### src/rtl/core/lfpd_pkg.sv
`timescale 1ns / 1ps
// Package for the line follower PD drive: field widths, register map, types and constants.
package lfpd_pkg;

   // field widths
   localparam int LEVEL_W = 7;
   localparam int COLOR_W = 10;
   localparam int GAIN_W  = 16;
   localparam int POWER_W = 8;
   localparam int ERR_W   = 8;
   localparam int CSR_IDX_W  = 3;
   localparam int CSR_DATA_W = 16;

   // clip bound of both motor powers
   localparam int POWER_LIMIT = 100;

   // register map
   typedef enum logic [CSR_IDX_W-1:0] {
      CSR_CRUISE_POWER = 3'd0,
      CSR_PROP_GAIN    = 3'd1,
      CSR_DERIV_GAIN   = 3'd2,
      CSR_DARK_TARGET  = 3'd3,
      CSR_LIGHT_TARGET = 3'd4,
      CSR_RED_LIMIT    = 3'd5,
      CSR_GREEN_LIMIT  = 3'd6,
      CSR_BLUE_LIMIT   = 3'd7
   } csr_index_type;

   // register reset values
   localparam logic [LEVEL_W-1:0] CRUISE_POWER_RST = 7'd50;
   localparam logic [GAIN_W-1:0]  PROP_GAIN_RST    = 16'd282;
   localparam logic [GAIN_W-1:0]  DERIV_GAIN_RST   = 16'd5;
   localparam logic [LEVEL_W-1:0] DARK_TARGET_RST  = 7'd15;
   localparam logic [LEVEL_W-1:0] LIGHT_TARGET_RST = 7'd39;
   localparam logic [COLOR_W-1:0] RED_LIMIT_RST    = 10'd20;
   localparam logic [COLOR_W-1:0] GREEN_LIMIT_RST  = 10'd48;
   localparam logic [COLOR_W-1:0] BLUE_LIMIT_RST   = 10'd85;

   typedef struct packed {
      logic [LEVEL_W-1:0] cruise_power;
      logic [GAIN_W-1:0]  prop_gain;
      logic [GAIN_W-1:0]  deriv_gain;
      logic [LEVEL_W-1:0] dark_target;
      logic [LEVEL_W-1:0] light_target;
      logic [COLOR_W-1:0] red_limit;
      logic [COLOR_W-1:0] green_limit;
      logic [COLOR_W-1:0] blue_limit;
   } cfg_type;

   typedef struct packed {
      logic [LEVEL_W-1:0] light_level;
      logic [COLOR_W-1:0] red_raw;
      logic [COLOR_W-1:0] green_raw;
      logic [COLOR_W-1:0] blue_raw;
   } sample_type;

   typedef struct packed {
      logic signed [POWER_W-1:0] left_power;
      logic signed [POWER_W-1:0] right_power;
   } drive_type;

endpackage

### src/rtl/core/lfpd_if.sv
`timescale 1ns / 1ps
// Request and response channel interfaces of the line follower PD drive.
interface lfpd_req_if;
   import lfpd_pkg::*;

   logic               valid;
   logic               ready;
   logic [LEVEL_W-1:0] light_level;
   logic [COLOR_W-1:0] red_raw;
   logic [COLOR_W-1:0] green_raw;
   logic [COLOR_W-1:0] blue_raw;

   modport source (output valid, output light_level, output red_raw, output green_raw,
                   output blue_raw, input ready);
   modport sink (input valid, input light_level, input red_raw, input green_raw,
                 input blue_raw, output ready);
endinterface

interface lfpd_rsp_if;
   import lfpd_pkg::*;

   logic                      valid;
   logic                      ready;
   logic signed [POWER_W-1:0] left_power;
   logic signed [POWER_W-1:0] right_power;

   modport source (output valid, output left_power, output right_power, input ready);
   modport sink (input valid, input left_power, input right_power, output ready);
endinterface

### src/rtl/core/lfpd_cfg_regs.sv
`timescale 1ns / 1ps
// Configuration register file of the line follower PD drive.
module lfpd_cfg_regs (
   input  logic                              clock,
   input  logic                              reset,
   input  logic                              csr_we,
   input  logic [lfpd_pkg::CSR_IDX_W-1:0]    csr_index,
   input  logic [lfpd_pkg::CSR_DATA_W-1:0]   csr_wdata,
   output lfpd_pkg::cfg_type                 cfg
);
   import lfpd_pkg::*;

   cfg_type cfg_ff;
   cfg_type cfg_in;

   // decode the write and update the addressed register
   always_comb begin
      cfg_in = cfg_ff;
      if (csr_we) begin
         case (csr_index_type'(csr_index))
            CSR_CRUISE_POWER: cfg_in.cruise_power = csr_wdata[LEVEL_W-1:0];
            CSR_PROP_GAIN:    cfg_in.prop_gain    = csr_wdata[GAIN_W-1:0];
            CSR_DERIV_GAIN:   cfg_in.deriv_gain   = csr_wdata[GAIN_W-1:0];
            CSR_DARK_TARGET:  cfg_in.dark_target  = csr_wdata[LEVEL_W-1:0];
            CSR_LIGHT_TARGET: cfg_in.light_target = csr_wdata[LEVEL_W-1:0];
            CSR_RED_LIMIT:    cfg_in.red_limit    = csr_wdata[COLOR_W-1:0];
            CSR_GREEN_LIMIT:  cfg_in.green_limit  = csr_wdata[COLOR_W-1:0];
            CSR_BLUE_LIMIT:   cfg_in.blue_limit   = csr_wdata[COLOR_W-1:0];
            default:          cfg_in = cfg_ff;
         endcase
      end
   end

   always_ff @(posedge clock) begin
      if (reset) begin
         cfg_ff.cruise_power <= CRUISE_POWER_RST;
         cfg_ff.prop_gain    <= PROP_GAIN_RST;
         cfg_ff.deriv_gain   <= DERIV_GAIN_RST;
         cfg_ff.dark_target  <= DARK_TARGET_RST;
         cfg_ff.light_target <= LIGHT_TARGET_RST;
         cfg_ff.red_limit    <= RED_LIMIT_RST;
         cfg_ff.green_limit  <= GREEN_LIMIT_RST;
         cfg_ff.blue_limit   <= BLUE_LIMIT_RST;
      end else begin
         cfg_ff <= cfg_in;
      end
   end

   assign cfg = cfg_ff;

endmodule

### src/rtl/core/lfpd_ctrl_law.sv
`timescale 1ns / 1ps
// PD control law: target select, error, gain products, truncation and power clipping.
module lfpd_ctrl_law (
   input  lfpd_pkg::cfg_type                      cfg,
   input  lfpd_pkg::sample_type                   sample,
   input  logic signed [lfpd_pkg::ERR_W-1:0]      prev_err,
   output logic signed [lfpd_pkg::ERR_W-1:0]      err,
   output lfpd_pkg::drive_type                    drive
);
   import lfpd_pkg::*;

   localparam int SUM_W  = 26;
   localparam int CORR_W = SUM_W - 8;
   localparam int PWR_W  = CORR_W + 1;
   localparam logic signed [PWR_W-1:0] PWR_HI = PWR_W'(POWER_LIMIT);
   localparam logic signed [PWR_W-1:0] PWR_LO = -PWR_W'(POWER_LIMIT);

   logic                      dark;
   logic [LEVEL_W-1:0]        target;
   logic signed [SUM_W-1:0]   kp_s;
   logic signed [SUM_W-1:0]   kd_s;
   logic signed [SUM_W-1:0]   err_s;
   logic signed [SUM_W-1:0]   delta_s;
   logic signed [SUM_W-1:0]   p_term;
   logic signed [SUM_W-1:0]   d_term;
   logic signed [SUM_W-1:0]   sum;
   logic [SUM_W-1:0]          sum_mag;
   logic [CORR_W-1:0]         corr_mag;
   logic signed [PWR_W-1:0]   corr;
   logic signed [PWR_W-1:0]   base_s;
   logic signed [PWR_W-1:0]   left_raw;
   logic signed [PWR_W-1:0]   right_raw;

   // clip a wide power to the motor range
   function automatic logic signed [POWER_W-1:0] clip_power(input logic signed [PWR_W-1:0] v);
      logic signed [POWER_W-1:0] r;
      if (v > PWR_HI) begin
         r = POWER_W'(POWER_LIMIT);
      end else if (v < PWR_LO) begin
         r = -POWER_W'(POWER_LIMIT);
      end else begin
         r = v[POWER_W-1:0];
      end
      return r;
   endfunction

   // pick the target from the color thresholds
   assign dark   = (sample.red_raw <= cfg.red_limit) && (sample.green_raw <= cfg.green_limit)
                   && (sample.blue_raw <= cfg.blue_limit);
   assign target = dark ? cfg.dark_target : cfg.light_target;
   assign err    = $signed({1'b0, target}) - $signed({1'b0, sample.light_level});

   // proportional and derivative terms at full precision
   assign kp_s    = $signed({{(SUM_W-GAIN_W){1'b0}}, cfg.prop_gain});
   assign kd_s    = $signed({{(SUM_W-GAIN_W){1'b0}}, cfg.deriv_gain});
   assign err_s   = SUM_W'(err);
   assign delta_s = SUM_W'(err) - SUM_W'(prev_err);
   assign p_term  = kp_s * err_s;
   assign d_term  = kd_s * delta_s;
   assign sum     = p_term + d_term;

   // drop the Q8.8 fraction, rounding toward zero
   assign sum_mag  = sum[SUM_W-1] ? SUM_W'(-sum) : sum;
   assign corr_mag = sum_mag[SUM_W-1:8];
   assign corr     = sum[SUM_W-1] ? -$signed({1'b0, corr_mag}) : $signed({1'b0, corr_mag});

   // steer: slow one side, speed up the other
   assign base_s    = $signed({{(PWR_W-LEVEL_W){1'b0}}, cfg.cruise_power});
   assign left_raw  = base_s - corr;
   assign right_raw = base_s + corr;

   assign drive.left_power  = clip_power(left_raw);
   assign drive.right_power = clip_power(right_raw);

endmodule

### src/rtl/core/line_follow_pd_drive.sv
`timescale 1ns / 1ps
// Top level of the line follower PD drive: request register, control law, response register.
//
// Usage:
//   Each request on req_chan carries one sensor sample (light level and raw red, green
//   and blue). Each sample gives exactly one response on rsp_chan with the left and
//   right motor powers, clipped to -100..100, in request order.
//   A request is taken at a rising edge with valid and ready high; that edge loads the
//   request register, and the sample moves into the response register at an edge where
//   that register is free. Throughput is one request per cycle while rsp_chan.ready is
//   high; the control law between the two registers is combinational.
//   The derivative term uses the error of the previous sample, kept in a register
//   that advances as each sample moves into the response register.
//   csr_we/csr_index/csr_wdata write the eight gain, speed, target and threshold
//   registers; write them only while no sample is in flight.
//   Reset (synchronous, active high) empties both stages, clears the previous error
//   and loads the default register values.
//   When rsp_chan.ready is low the response holds; the request register still takes
//   one more sample, and req_chan.ready falls once both stages are full.
module line_follow_pd_drive (
   input  logic                            clock,
   input  logic                            reset,
   lfpd_req_if.sink                        req_chan,
   lfpd_rsp_if.source                      rsp_chan,
   input  logic                            csr_we,
   input  logic [lfpd_pkg::CSR_IDX_W-1:0]  csr_index,
   input  logic [lfpd_pkg::CSR_DATA_W-1:0] csr_wdata
);
   import lfpd_pkg::*;

   cfg_type                   cfg;
   logic                      req_valid_ff;
   logic                      req_valid_in;
   sample_type                sample_ff;
   sample_type                sample_in;
   logic                      rsp_valid_ff;
   logic                      rsp_valid_in;
   drive_type                 drive_ff;
   drive_type                 drive_in;
   logic signed [ERR_W-1:0]   prev_err_ff;
   logic signed [ERR_W-1:0]   prev_err_in;
   logic signed [ERR_W-1:0]   err;
   drive_type                 drive;
   logic                      rsp_free;
   logic                      req_free;
   logic                      req_take;
   logic                      advance;

   lfpd_cfg_regs u_cfg (
      .clock     (clock),
      .reset     (reset),
      .csr_we    (csr_we),
      .csr_index (csr_index),
      .csr_wdata (csr_wdata),
      .cfg       (cfg)
   );

   lfpd_ctrl_law u_law (
      .cfg      (cfg),
      .sample   (sample_ff),
      .prev_err (prev_err_ff),
      .err      (err),
      .drive    (drive)
   );

   // stage handshakes
   assign rsp_free = !rsp_valid_ff || rsp_chan.ready;
   assign req_free = !req_valid_ff || rsp_free;
   assign advance  = req_valid_ff && rsp_free;
   assign req_take = req_chan.valid && req_free;

   assign req_chan.ready = req_free;

   // next state of both stages
   always_comb begin
      req_valid_in = req_valid_ff;
      if (req_take) begin
         req_valid_in = 1'b1;
      end else if (advance) begin
         req_valid_in = 1'b0;
      end

      rsp_valid_in = rsp_valid_ff;
      if (advance) begin
         rsp_valid_in = 1'b1;
      end else if (rsp_chan.ready) begin
         rsp_valid_in = 1'b0;
      end

      sample_in = sample_ff;
      if (req_take) begin
         sample_in.light_level = req_chan.light_level;
         sample_in.red_raw     = req_chan.red_raw;
         sample_in.green_raw   = req_chan.green_raw;
         sample_in.blue_raw    = req_chan.blue_raw;
      end

      drive_in    = advance ? drive : drive_ff;
      prev_err_in = advance ? err : prev_err_ff;
   end

   // control state
   always_ff @(posedge clock) begin
      if (reset) begin
         req_valid_ff <= 1'b0;
         rsp_valid_ff <= 1'b0;
         prev_err_ff  <= '0;
      end else begin
         req_valid_ff <= req_valid_in;
         rsp_valid_ff <= rsp_valid_in;
         prev_err_ff  <= prev_err_in;
      end
   end

   // payload
   always_ff @(posedge clock) begin
      sample_ff <= sample_in;
      drive_ff  <= drive_in;
   end

   assign rsp_chan.valid       = rsp_valid_ff;
   assign rsp_chan.left_power  = drive_ff.left_power;
   assign rsp_chan.right_power = drive_ff.right_power;

   // a stalled sample stays in the request register
   a_req_hold: assert property (@(posedge clock) disable iff (reset)
      req_valid_ff && !rsp_free |=> req_valid_ff)
      else $error("request register lost a stalled sample");

   // a taken request is present in the request register next cycle
   a_req_load: assert property (@(posedge clock) disable iff (reset)
      req_take |=> req_valid_ff)
      else $error("taken request did not load");

   // a sample reaching the response register raises its valid
   a_rsp_load: assert property (@(posedge clock) disable iff (reset)
      advance |=> rsp_valid_ff)
      else $error("advanced sample missing from response register");

   // powers stay inside the motor range
   a_power_range: assert property (@(posedge clock) disable iff (reset)
      rsp_valid_ff |-> (drive_ff.left_power <= POWER_W'(POWER_LIMIT))
                    && (drive_ff.left_power >= -POWER_W'(POWER_LIMIT))
                    && (drive_ff.right_power <= POWER_W'(POWER_LIMIT))
                    && (drive_ff.right_power >= -POWER_W'(POWER_LIMIT)))
      else $error("motor power out of range");

   // previous error changes only when a sample advances
   a_err_stable: assert property (@(posedge clock) disable iff (reset)
      !advance |=> $stable(prev_err_ff))
      else $error("previous error moved without a sample");

endmodule
### src/flat_wrapper.sv
// flat-port wrapper written by rule: the top's interface ports become plain ports
module line_follow_pd_drive_flat import lfpd_pkg::*;
  (clock, reset, csr_we, csr_index, csr_wdata, req_chan_valid, req_chan_light_level, req_chan_red_raw, req_chan_green_raw, req_chan_blue_raw, req_chan_ready, rsp_chan_valid, rsp_chan_left_power, rsp_chan_right_power, rsp_chan_ready);
  lfpd_req_if req_chan_i ();
  lfpd_rsp_if rsp_chan_i ();
  input  logic clock;
  input  logic reset;
  input  logic csr_we;
  input  logic [lfpd_pkg::CSR_IDX_W-1:0] csr_index;
  input  logic [lfpd_pkg::CSR_DATA_W-1:0] csr_wdata;
  input wire logic [$bits(req_chan_i.valid)-1:0] req_chan_valid;
  input wire logic [$bits(req_chan_i.light_level)-1:0] req_chan_light_level;
  input wire logic [$bits(req_chan_i.red_raw)-1:0] req_chan_red_raw;
  input wire logic [$bits(req_chan_i.green_raw)-1:0] req_chan_green_raw;
  input wire logic [$bits(req_chan_i.blue_raw)-1:0] req_chan_blue_raw;
  output wire logic [$bits(req_chan_i.ready)-1:0] req_chan_ready;
  output wire logic [$bits(rsp_chan_i.valid)-1:0] rsp_chan_valid;
  output wire logic [$bits(rsp_chan_i.left_power)-1:0] rsp_chan_left_power;
  output wire logic [$bits(rsp_chan_i.right_power)-1:0] rsp_chan_right_power;
  input wire logic [$bits(rsp_chan_i.ready)-1:0] rsp_chan_ready;
  assign req_chan_i.valid = req_chan_valid;
  assign req_chan_i.light_level = req_chan_light_level;
  assign req_chan_i.red_raw = req_chan_red_raw;
  assign req_chan_i.green_raw = req_chan_green_raw;
  assign req_chan_i.blue_raw = req_chan_blue_raw;
  assign req_chan_ready = req_chan_i.ready;
  assign rsp_chan_valid = rsp_chan_i.valid;
  assign rsp_chan_left_power = rsp_chan_i.left_power;
  assign rsp_chan_right_power = rsp_chan_i.right_power;
  assign rsp_chan_i.ready = rsp_chan_ready;
  line_follow_pd_drive u_core (.clock(clock), .reset(reset), .req_chan(req_chan_i), .rsp_chan(rsp_chan_i), .csr_we(csr_we), .csr_index(csr_index), .csr_wdata(csr_wdata));
endmodule
### config.mk
export PLATFORM = sky130hd
export DESIGN_NAME = line_follow_pd_drive_flat
export DESIGN_NICKNAME = d
export VERILOG_FILES = /design/src/rtl/core/lfpd_pkg.sv /design/src/rtl/core/lfpd_if.sv /design/src/rtl/core/lfpd_cfg_regs.sv /design/src/rtl/core/lfpd_ctrl_law.sv /design/src/rtl/core/line_follow_pd_drive.sv /design/src/flat_wrapper.sv
export SDC_FILE = /design/constraint.sdc
export NUM_CORES = 1
export LEC_CHECK = 0
export BUFFER_PORTS_ARGS = -buffer_cell sky130_fd_sc_hd__buf_2
export CORE_MARGIN = 2
export CORE_UTILIZATION = 45
export DETAILED_ROUTE_END_ITERATION = 10
export PLACE_DENSITY_LB_ADDON = 0.2
export SLEW_MARGIN = 10
export SYNTH_ARGS = -nofsm -noshare
export SYNTH_HDL_FRONTEND = slang
export SYNTH_SLANG_ARGS = --single-unit
### constraint.sdc
create_clock -name clock -period 13.5 [get_ports clock]
set_clock_uncertainty 0.15 [all_clocks]
set_input_delay 1.35 -clock clock [delete_from_list [all_inputs] [get_ports clock]]
set_output_delay 1.35 -clock clock [all_outputs]
set_load 0.05 [all_outputs]
After elaboration in Yosys (flattened, before gate mapping)
Index checks and enable logic that the tools add are counted.
{ "classes": {"add_sub_neg": 7, "n_mul": 2, "magnitude_cmp": 7, "n_eq_ne": 7, "muxes": 9, "n_reduce_logical": 21} }
{ "op_table": {"columns": ["op", "count"], "rows": [
  ["$gt A19 B8 Y1 const B", 2],
  ["$lt A19 B8 Y1 const B", 2],
  ["$le A10 B10 Y1", 3],
  ["$add A25 B26 Y26", 1],
  ["$mul A17 B9 Y26", 1],
  ["$mux W26", 1],
  ["$neg A26 Y26", 1],
  ["$mul A17 B8 Y25", 1],
  ["$add A8 B19 Y19", 1],
  ["$mux W19", 1],
  ["$neg A18 Y19", 1],
  ["$sub A8 B19 Y19", 1],
  ["$mux W8", 2],
  ["$reduce_and A2 Y1", 8],
  ["$eq A3 B3 Y1 const B", 4],
  ["$sub A8 B8 Y9", 1],
  ["$sub A7 B7 Y8", 1],
  ["$mux W7", 1],
  ["$eq A3 B2 Y1 const B", 2],
  ["$logic_and A1 B1 Y1", 4],
  ["$mux W1", 4],
  ["$reduce_bool A2 Y1", 2],
  ["$reduce_or A2 Y1", 2],
  ["$eq A3 B1 Y1 const B", 1],
  ["other kinds (3)", 5]
]} }
{ "word_totals": {"register_bits": 146, "input_bits": 61, "output_inout_bits": 18, "wordCells": 72} }

Depth between registers and ports, before layout
Gate-level depths: netlist of the first run.
{ "depth": {"ltp_word": 15, "depth_mapped": 74, "mapped_depth_nobuf": 70} }

By module
From an unflattened synthesis of the first run, not the netlist that was laid out.
{ "hier_totals": {"cells_unflattened": 1990, "area_unflattened_um2": 18464.0} }
{ "by_module_without_submodules": {"columns": ["mod", "n_inst", "cells_per_inst", "area_per_inst_um2", "seq_area_each_um2"], "rows": [
  ["lfpd_ctrl_law", 1, 1589, 13147.6, 0.0],
  ["lfpd_cfg_regs", 1, 304, 3281.9, 1661.6],
  ["line_follow_pd_drive", 1, 97, 2034.5, 1791.7]
]} }

Worst setup path after synthesis of the first run
OpenSTA, ideal clock, no wires.
{ "synth_timing": {"path_kind": "register to register", "start": "register u_core.sample_ff[11] in the netlist's numbering", "end": "register u_core.drive_ff, in the netlist u_core.rsp_chan.left_power[2], data pin", "setup_ns": 0.254, "arrival_time_ns": 14.455, "required_ns": 13.096, "slack_ns": -1.359, "stages_incl_launch_ff": 66, "path_buffers": 2, "period_less_slack_ns": 14.859, "cell_sequence": "edfxtp_1 > ha_1 > nor2b_1 > o21ai_0 > nand2b_1 > a21oi_1 > nor2b_1 > o21ai_0 > nand2b_1 > a21oi_1 > nor2b_1 > o21ai_0 > nand2b_1 > a21oi_1 > o21ai_1 > mux2i_1 > ha_1 > fa_1 > (+30 left out) > ha_1 > nand2_1 > mux2i_1 > xnor2_1 > nand2_1 > xnor2_1 > ha_1 > inv_1 > a21oi_1 > o31a_1 > or3_1 > and4b_1 > nor3b_1 > nand3_1 > or4_1 > and3_1 > nand3b_4 > a21o_1"} }
{ "synth_via": {"elab_chain_cells": 15} }
{ "synth_rtl": {"columns": ["element", "line_no", "rtl"], "rows": [
  ["start, declared", "line_follow_pd_drive.sv:34", "sample_type sample_ff;"],
  ["start signal, assigned", "line_follow_pd_drive.sv:117", "sample_ff <= sample_in;"],
  ["$le A10 B10 Y1 *", "lfpd_ctrl_law.sv:48", "assign dark = (sample.red_raw <= cfg.red_limit) && (sample.green_raw <= cfg.green_limit)"],
  ["$logic_and A1 B1 Y1 *", "lfpd_ctrl_law.sv:48", null],
  ["$logic_and A1 B1 Y1 *", "lfpd_ctrl_law.sv:49", "&& (sample.blue_raw <= cfg.blue_limit);"],
  ["$mux W7 *", "lfpd_ctrl_law.sv:50", "assign target = dark ? cfg.dark_target : cfg.light_target;"],
  ["$sub A7 B7 Y8 *", "lfpd_ctrl_law.sv:51", "assign err = $signed({1'b0, target}) - $signed({1'b0, sample.light_level});"],
  ["via u_core.err[2]", "line_follow_pd_drive.sv:42", "logic signed [ERR_W-1:0] err;"],
  ["$sub A8 B8 Y9", "lfpd_ctrl_law.sv:57", "assign delta_s = SUM_W'(err) - SUM_W'(prev_err);"],
  ["$mul A17 B9 Y26", "lfpd_ctrl_law.sv:59", "assign d_term = kd_s * delta_s;"],
  ["$add A25 B26 Y26 *", "lfpd_ctrl_law.sv:60", "assign sum = p_term + d_term;"],
  ["$neg A26 Y26", "lfpd_ctrl_law.sv:63", "assign sum_mag = sum[SUM_W-1] ? SUM_W'(-sum) : sum;"],
  ["$mux W26", "lfpd_ctrl_law.sv:63", null],
  ["$neg A18 Y19", "lfpd_ctrl_law.sv:65", "assign corr = sum[SUM_W-1] ? -$signed({1'b0, corr_mag}) : $signed({1'b0, corr_mag});"],
  ["$mux W19 *", "lfpd_ctrl_law.sv:65", null],
  ["$sub A8 B19 Y19 *", "lfpd_ctrl_law.sv:69", "assign left_raw = base_s - corr;"],
  ["$gt A19 B8 Y1 / $lt A19 B8 Y1 (equally long branches)", "lfpd_ctrl_law.sv:37, lfpd_ctrl_law.sv:39", null],
  ["$reduce_or A2 Y1 (no source line)", null, null],
  ["end signal, assigned", "line_follow_pd_drive.sv:118", "drive_ff <= drive_in;"],
  ["end, declared", "line_follow_pd_drive.sv:38", "drive_type drive_ff;"]
]} }
Mark *: on every way through the listed nets, which the timed path passes. The rest lies on a longest branch.
A chain may end at the register's enable or synchronous reset.

Final worst setup path of the first run
{ "layout_timing": {"start": "register u_core.sample_ff[11] in the netlist's numbering", "end": "register u_core.drive_ff, in the netlist u_core.rsp_chan.left_power[3], data pin"} }
{ "layout_via": {"elab_chain_cells": 15} }
{ "layout_rtl": {"columns": ["element", "line_no", "rtl"], "rows": [
  ["$le A10 B10 Y1 *", "lfpd_ctrl_law.sv:48", null],
  ["$logic_and A1 B1 Y1 *", "lfpd_ctrl_law.sv:48", null],
  ["$logic_and A1 B1 Y1 *", "lfpd_ctrl_law.sv:49", null],
  ["$mux W7 *", "lfpd_ctrl_law.sv:50", null],
  ["$sub A7 B7 Y8 *", "lfpd_ctrl_law.sv:51", null],
  ["via u_core.err[1]", "line_follow_pd_drive.sv:42", null],
  ["$sub A8 B8 Y9", "lfpd_ctrl_law.sv:57", null],
  ["$mul A17 B9 Y26", "lfpd_ctrl_law.sv:59", null],
  ["$add A25 B26 Y26 *", "lfpd_ctrl_law.sv:60", null],
  ["$neg A26 Y26", "lfpd_ctrl_law.sv:63", null],
  ["$mux W26", "lfpd_ctrl_law.sv:63", null],
  ["$neg A18 Y19", "lfpd_ctrl_law.sv:65", null],
  ["$mux W19 *", "lfpd_ctrl_law.sv:65", null],
  ["$sub A8 B19 Y19 *", "lfpd_ctrl_law.sv:69", null],
  ["$lt A19 B8 Y1", "lfpd_ctrl_law.sv:39", "end else if (v < PWR_LO) begin"],
  ["$mux W8", "lfpd_ctrl_law.sv:39", null]
]} }
Marks and branches as above.

==> results of run 1 <==
-- final cells by class --
cell class | instances | area, um2 | share of cell area [%]
Clock buffer | 20 | 468 | 2.10
Clock inverter | 12 | 120 | 0.540
Inverter | 339 | 1270 | 5.73
Multi-Input combinational cell | 1503 | 13800 | 62.1
Sequential cell | 146 | 3450 | 15.5
Tap cell | 525 | 657 | 2.95
Timing Repair Buffer | 341 | 2460 | 11.1
-- layer usage --
layer | track usage (%) | wire length [um] | vias up | part of all wire [%]
met5 | 0 | 0 | - | 0
met4 | 10.9 | 2190 | 0 | 4.3
li1 | - | - | 7264 | -
met2 | 43.5 | 24600 | 386 | 49
met3 | 3.19 | 2330 | 112 | 4.6
met1 | 32.1 | 21400 | 7614 | 42
-- critical path: cells and delay by family, from the launching register on --
kind                       cells  cell delay, ns
AOI/OAI and AO/OA             17            2.75
adders and majority gates     13            5.14
xor gates and xnor gates       4            0.58
and+or+nand+nor               22            3.03
buffers and inverters         10            1.09
muxes                          2            0.31
DFF                            1            0.42
-- state kept, by name (all words and copies together), names as in the netlist --
name / count
u_core.prev_err_ff: 8
u_core.req_valid_ff: 1
u_core.rsp_chan.left_power: 8
u_core.rsp_chan.right_power: 8
u_core.rsp_chan.valid: 1
u_core.sample_ff: 37
u_core.u_cfg.cfg: 83
-- layout by cell type (no fill, tap or decap), types with 7 or more instances in the layout --
master,count
inv_1,334
nand2_1,290
buf_4,250
fa_1,223
ha_1,136
a21oi_1,96
dfxtp_1,92
and2_1,83
buf_2,78
nor2_1,68
nor2b_1,59
nand2b_1,53
edfxtp_1,53
nor3_1,29
xnor2_1,29
nand4_1,26
o21ai_0,25
nand3_1,21
xor2_1,19
a21o_1,18
clkbuf_16,18
a211o_1,16
mux2i_1,16
ha_4,16
nand3b_1,15
a21oi_2,14
nor2_2,10
a31oi_1,10
o21ai_1,9
and3_1,9
nor4_1,9
a211oi_1,9
mux2_2,9
o211ai_1,8
buf_6,8
xnor2_2,7
a21oi_4,7
fa_2,7
-- logic make-up after synthesis --
kind of cell	Yosys count	synth area share [%]
AOI/OAI and AO/OA	290	10.5
buffers and inverters	427	8.99
DFF	146	19.2
adders and majority gates	383	36.2
xor gates and xnor gates	60	2.92
muxes	27	1.57
and+or+nand+nor	743	20.6
-- repair_timing --
item,4_1_cts,5_1_grt
gates cloned,0,0
gates resized for setup,47,75
setup endpoints to repair,15,16
buffers inserted,22,14
hold buffers,0,0
pin swaps,79,83
-- how the worst min path moves through the flow --
stage                          from  slack (ns)                    to  depth (start not counted)
2_1_floorplan  u_core.u_cfg.cfg[41]        0.28  u_core.u_cfg.cfg[41]                          2
3_3_place_gp   u_core.u_cfg.cfg[19]        0.29  u_core.u_cfg.cfg[19]                          2
3_5_place_dp   u_core.u_cfg.cfg[43]        0.30  u_core.u_cfg.cfg[43]                          2
4_1_cts        u_core.u_cfg.cfg[43]        0.30  u_core.u_cfg.cfg[43]                          2
5_1_grt        u_core.u_cfg.cfg[27]        0.32  u_core.u_cfg.cfg[27]                          2
6_report       u_core.u_cfg.cfg[43]        0.30  u_core.u_cfg.cfg[43]                          2
-- cell usage after synthesis, types with 10 or more instances --
master	count
edfxtp_1	53
fa_1	230
xnor2_1	38
and2_1	84
a21o_1	18
nand4_1	26
ha_1	153
a21oi_1	117
mux2i_1	17
and3_1	12
buf_1	16
nor2_1	81
nand2b_1	53
a211o_1	16
nor4_1	13
nand2_1	298
nand3b_1	15
a31oi_1	11
nor2b_1	63
inv_1	339
dfxtp_1	93
clkbuf_1	65
nand3_1	23
nor3_1	35
a211oi_1	12
mux2_2	10
o21ai_0	37
or2_2	10
xor2_1	22
-- per-stage QoR --
stage          TNS, ns  util [%]  hold WS [ns]  cells
3_3_place_gp     -1.88      52.6         0.292   2819
5_1_grt         -11.24      56.2         0.320   2886
2_1_floorplan  -0.0722         -         0.284   2076
4_1_cts          -1.89      55.0         0.303   2872
6_report         -1.30      56.2         0.304   2886
3_5_place_dp     -4.94      52.6         0.295   2819
==> reports/metrics.csv, run 1 <==
metric;value;unit
viasPerCell;5.33;
antenna_found_initial;0;
root_buffer;clkbuf_16;
min_period_over_period;102;%
r2r_slack;-0.23;ns
hold_class;reg -> reg;
startpoint_type;flop;
status;finished, violations left;
firstDrtPassIters;8;
critPathLaunch;u_core.sample_ff[11];
clk_latency;0.43;ns
drv_slew;0;
cts_tree;yes;
hold_viol_final;0;
track_usage;25.3;%
io_buffers;78;
r2r-start;u_core.sample_ff[11];
cap_violations;0;
crit_fanout;8;
start_util;45.5;%
numCtsBuffers;17;
top_level_ports;79;
post-route-cell-area;22200;um2
cts.sinks;146;
clk_pin_slew_worst_paths;0.07;ns
yosys.area.top_type;fa_1;
r2r_end;u_core.rsp_chan.left_power[3];
wl_per_cell;17.5;um
layout.nets;2792;
coreArea;39500;um2
syn_area;18000;um2
grt_pass1_wl;82700;um
syn_nets;2520;
end_kind;flop;
die_area;41600;um2
htree_levels;4;
violations;negative setup slack;
async_flop_share;0;%
rows;73;
ys.warnings.count;0;
dr.first_iter.drc_count;822;
vias;15400;
cp_slowest_cell;fa_2;
fillers;3590;
pre_cts_ws;-0.477;ns
setup_violations;9;
drc;0;
synth-seq-cells;146;
period_needed;13.73;ns
cp.arrival;13.76;ns
gp_congestion;0.910;
grt_max_degree;94;
die_w;204;um
synth_area_leaders;fa_1 26%, ha_1 11%, dfxtp_1 10%;
synth_top_area_share;25.6;%
timing.slew.headroom;30.8;%
clock.fmax;72.8;MHz
gr-total-overflow;0;
synthDistinctLibCells;74;
area_growth;23.6;%
seq_area_frac_synth;19.2;%
crit_top_cell;fa_1;
die_h;204;um
r2r_cells;68;
ant_nets;0;
crit_required;13.53;ns
drt-total-wl;50500;um
critPathKind;reg -> reg;
worst_slew_pin_slew;1.04;ns
setup_ws;-0.229;ns
clock_path_buffers;2;
hpwl;39800;um
ys.flop_type;dfxtp_1;
drive_gt1_share;22.4;%
n_antenna_cell;0;
placed_area;20800;um2
syn_inst;2076;
cpPeakStageDelay;0.65;ns
syn_area_per_cell;8.66;um2
grt_pass1_vias;16200;
rsz0062_at_grt;yes;
cp-endpoint;u_core.rsp_chan.left_power[3];
synth_edf_count;53;
Power of run 1 is not shown: default switching activity piles up to over one toggle a cycle in this logic, so the estimate is an artifact.
==> run 2, diff against run 1 <==
Settings changed: CORE_ASPECT_RATIO set to 1.25.
==> run 2 against run 1 <==
  * Global-route usage up 0.084 points
  * Largest cell class unchanged
  * The flow still finishes with violations (negative setup slack)
  * Worst setup slack got worse by 0.094 ns
  * Design area grew 1.2%
  * Maximum frequency fell by 0.68%
==> reports/metrics.csv, run 2 (synthesis results as in run 1) <==
metric;value;unit;change
clk_pin_slew_worst_paths;0.07;ns;about the same
dr.first_iter.drc_count;784;;-4.6%
cts_tree;yes;;
clock.fmax;72.3;MHz;-0.68%
die_h;228;um;+12%
crit_fanout;5;;-3
timing.slew.headroom;31.8;%;+0.99 points
top_level_ports;79;;unchanged
firstDrtPassIters;6;;-2
status;finished, violations left;;
gp_congestion;0.919;;+1.0%
min_period_over_period;102;%;+0.70 points
hold_class;reg -> reg;;
rows;81;;+11%
drive_gt1_share;23.1;%;+0.74 points
clock_path_buffers;2;;unchanged
period_needed;13.82;ns;+0.0941 ns
cts.sinks;146;;unchanged
drt-total-wl;50700;um;+0.38%
hold_viol_final;0;;unchanged
cap_violations;0;;unchanged
fin_hold_ws;0.304;ns;+0.000542 ns
violations;negative setup slack;;
antenna_found_initial;0;;unchanged
coreArea;39300;um2;-0.57%
mostFrequentLayoutCells;330 x inv_1, 288 x nand2_1, 269 x buf_4;;
htree_levels;4;;unchanged
rsz0062_at_grt;yes;;
cp_slowest_cell;or4_4;;
die_w;183;um;-10%
grt_pass1_wl;82700;um;about the same
area_growth;25.1;%;
cp.arrival;13.88;ns;+0.12 ns
crit_required;13.55;ns;+0.02 ns
largest_reg_flops;83;;unchanged
clk_latency;0.45;ns;+0.02 ns
layoutNonFillerInstCount;2883;;-0.10%
layout.nets;2816;;+0.86%
setup_violations;12;;+3
worst_slew_pin_slew;1.02;ns;-0.0149 ns
startpoint_type;flop;;
gr-total-overflow;0;;unchanged
fin_util;57.2;%;+0.99 points
numCtsBuffers;17;;unchanged
grt_max_degree;94;;unchanged
root_buffer;clkbuf_16;;
track_usage;25.4;%;+0.084 points
layout_commonest_cell;inv_1;;
cts_hold_buf;0;;unchanged
dp.cells;2812;;-0.25%
wl_per_cell;17.6;um;+0.48%
hpwl;39900;um;+0.19%
vias;15400;;-0.0065%
die_area;41600;um2;about the same
end_kind;flop;;
cpPeakStageDelay;0.52;ns;-0.13 ns
drc;0;;unchanged
ant_nets;0;;unchanged
critPathKind;reg -> reg;;
viasPerCell;5.33;;about the same
grt_pass1_vias;16300;;+0.52%
start_util;45.7;%;+0.26 points
io_buffers;78;;unchanged
n_antenna_cell;0;;unchanged
drv_slew;0;;unchanged
setup_ws;-0.324;ns;-0.0941 ns
## run 2: cell types whose count changed in the layout (fill, tap and decap cells not counted), sizes merged
cell / change
buf: +23
clkbuf: -3
clkinvlp: +3
bufinv: +1
clkinv: -1
xnor2: +1
## run 2: routing by layer
metal / vias to the layer above / track usage, % / part of all wire, %
met3: 112 / 2.90 / 3.6
met1: 7590 / 29.4 / 40
met2: 366 / 48.0 / 53
met4: 0 / 9.52 / 3.7
li1: 7307 / - / -
met5: - / 0 / 0
## run 2: final cells by class
type,instances,area (um2)
fill,3552,16800
multi-input combinational,1504,13900
sequential,146,3450
timing repair buffer,364,2680
inverter,339,1270
tap,498,623
clock buffer,17,425
clock inverter,15,176
## run 2: timing repair
| item | 4_1_cts | 5_1_grt |
|---|---|---|
| setup endpoints to repair | 15 | 16 |
| gates resized for setup | 62 | 58 |
| pin swaps | 73 | 79 |
| buffers inserted | 20 | 20 |
| cloned | 1 | 0 |
## run 2: path summary, 6_finish.rpt
| check | cells after the start | from | end | slack (ns) |
|---|---|---|---|---|
| worst max register to register | 66 | u_core.sample_ff[11] | u_core.rsp_chan.left_power[2] | -0.32 |
| worst min register to register | 2 | u_core.prev_err_ff[5] | u_core.prev_err_ff[5] | 0.30 |
| worst min-delay path | 2 | u_core.prev_err_ff[5] | u_core.prev_err_ff[5] | 0.30 |
| worst max-delay path | 66 | u_core.sample_ff[11] | u_core.rsp_chan.left_power[2] | -0.32 |
## run 2: critical path: cells and delay by family (launching register included)
family | cells | cell delay (ns)
buffers and inverters | 7 | 0.64
DFF | 1 | 0.42
adders and majority gates | 12 | 4.37
AOI/OAI and AO/OA | 20 | 3.37
and+or+nand+nor | 22 | 3.58
xor gates and xnor gates | 4 | 0.73
muxes | 1 | 0.30
## run 2: through the flow
step | setup WS [ns] | TNS, ns | cell area, um2
after floorplan | -0.0722 | -0.0722 | 18400
after global placement | -0.349 | -3.27 | 20900
after detailed placement | -0.485 | -5.48 | 20900
after CTS | -0.332 | -2.15 | 22000
after global routing | -0.893 | -11.25 | 22500
final | -0.324 | -1.95 | 22500
Power of run 2 is left out for the same reason.
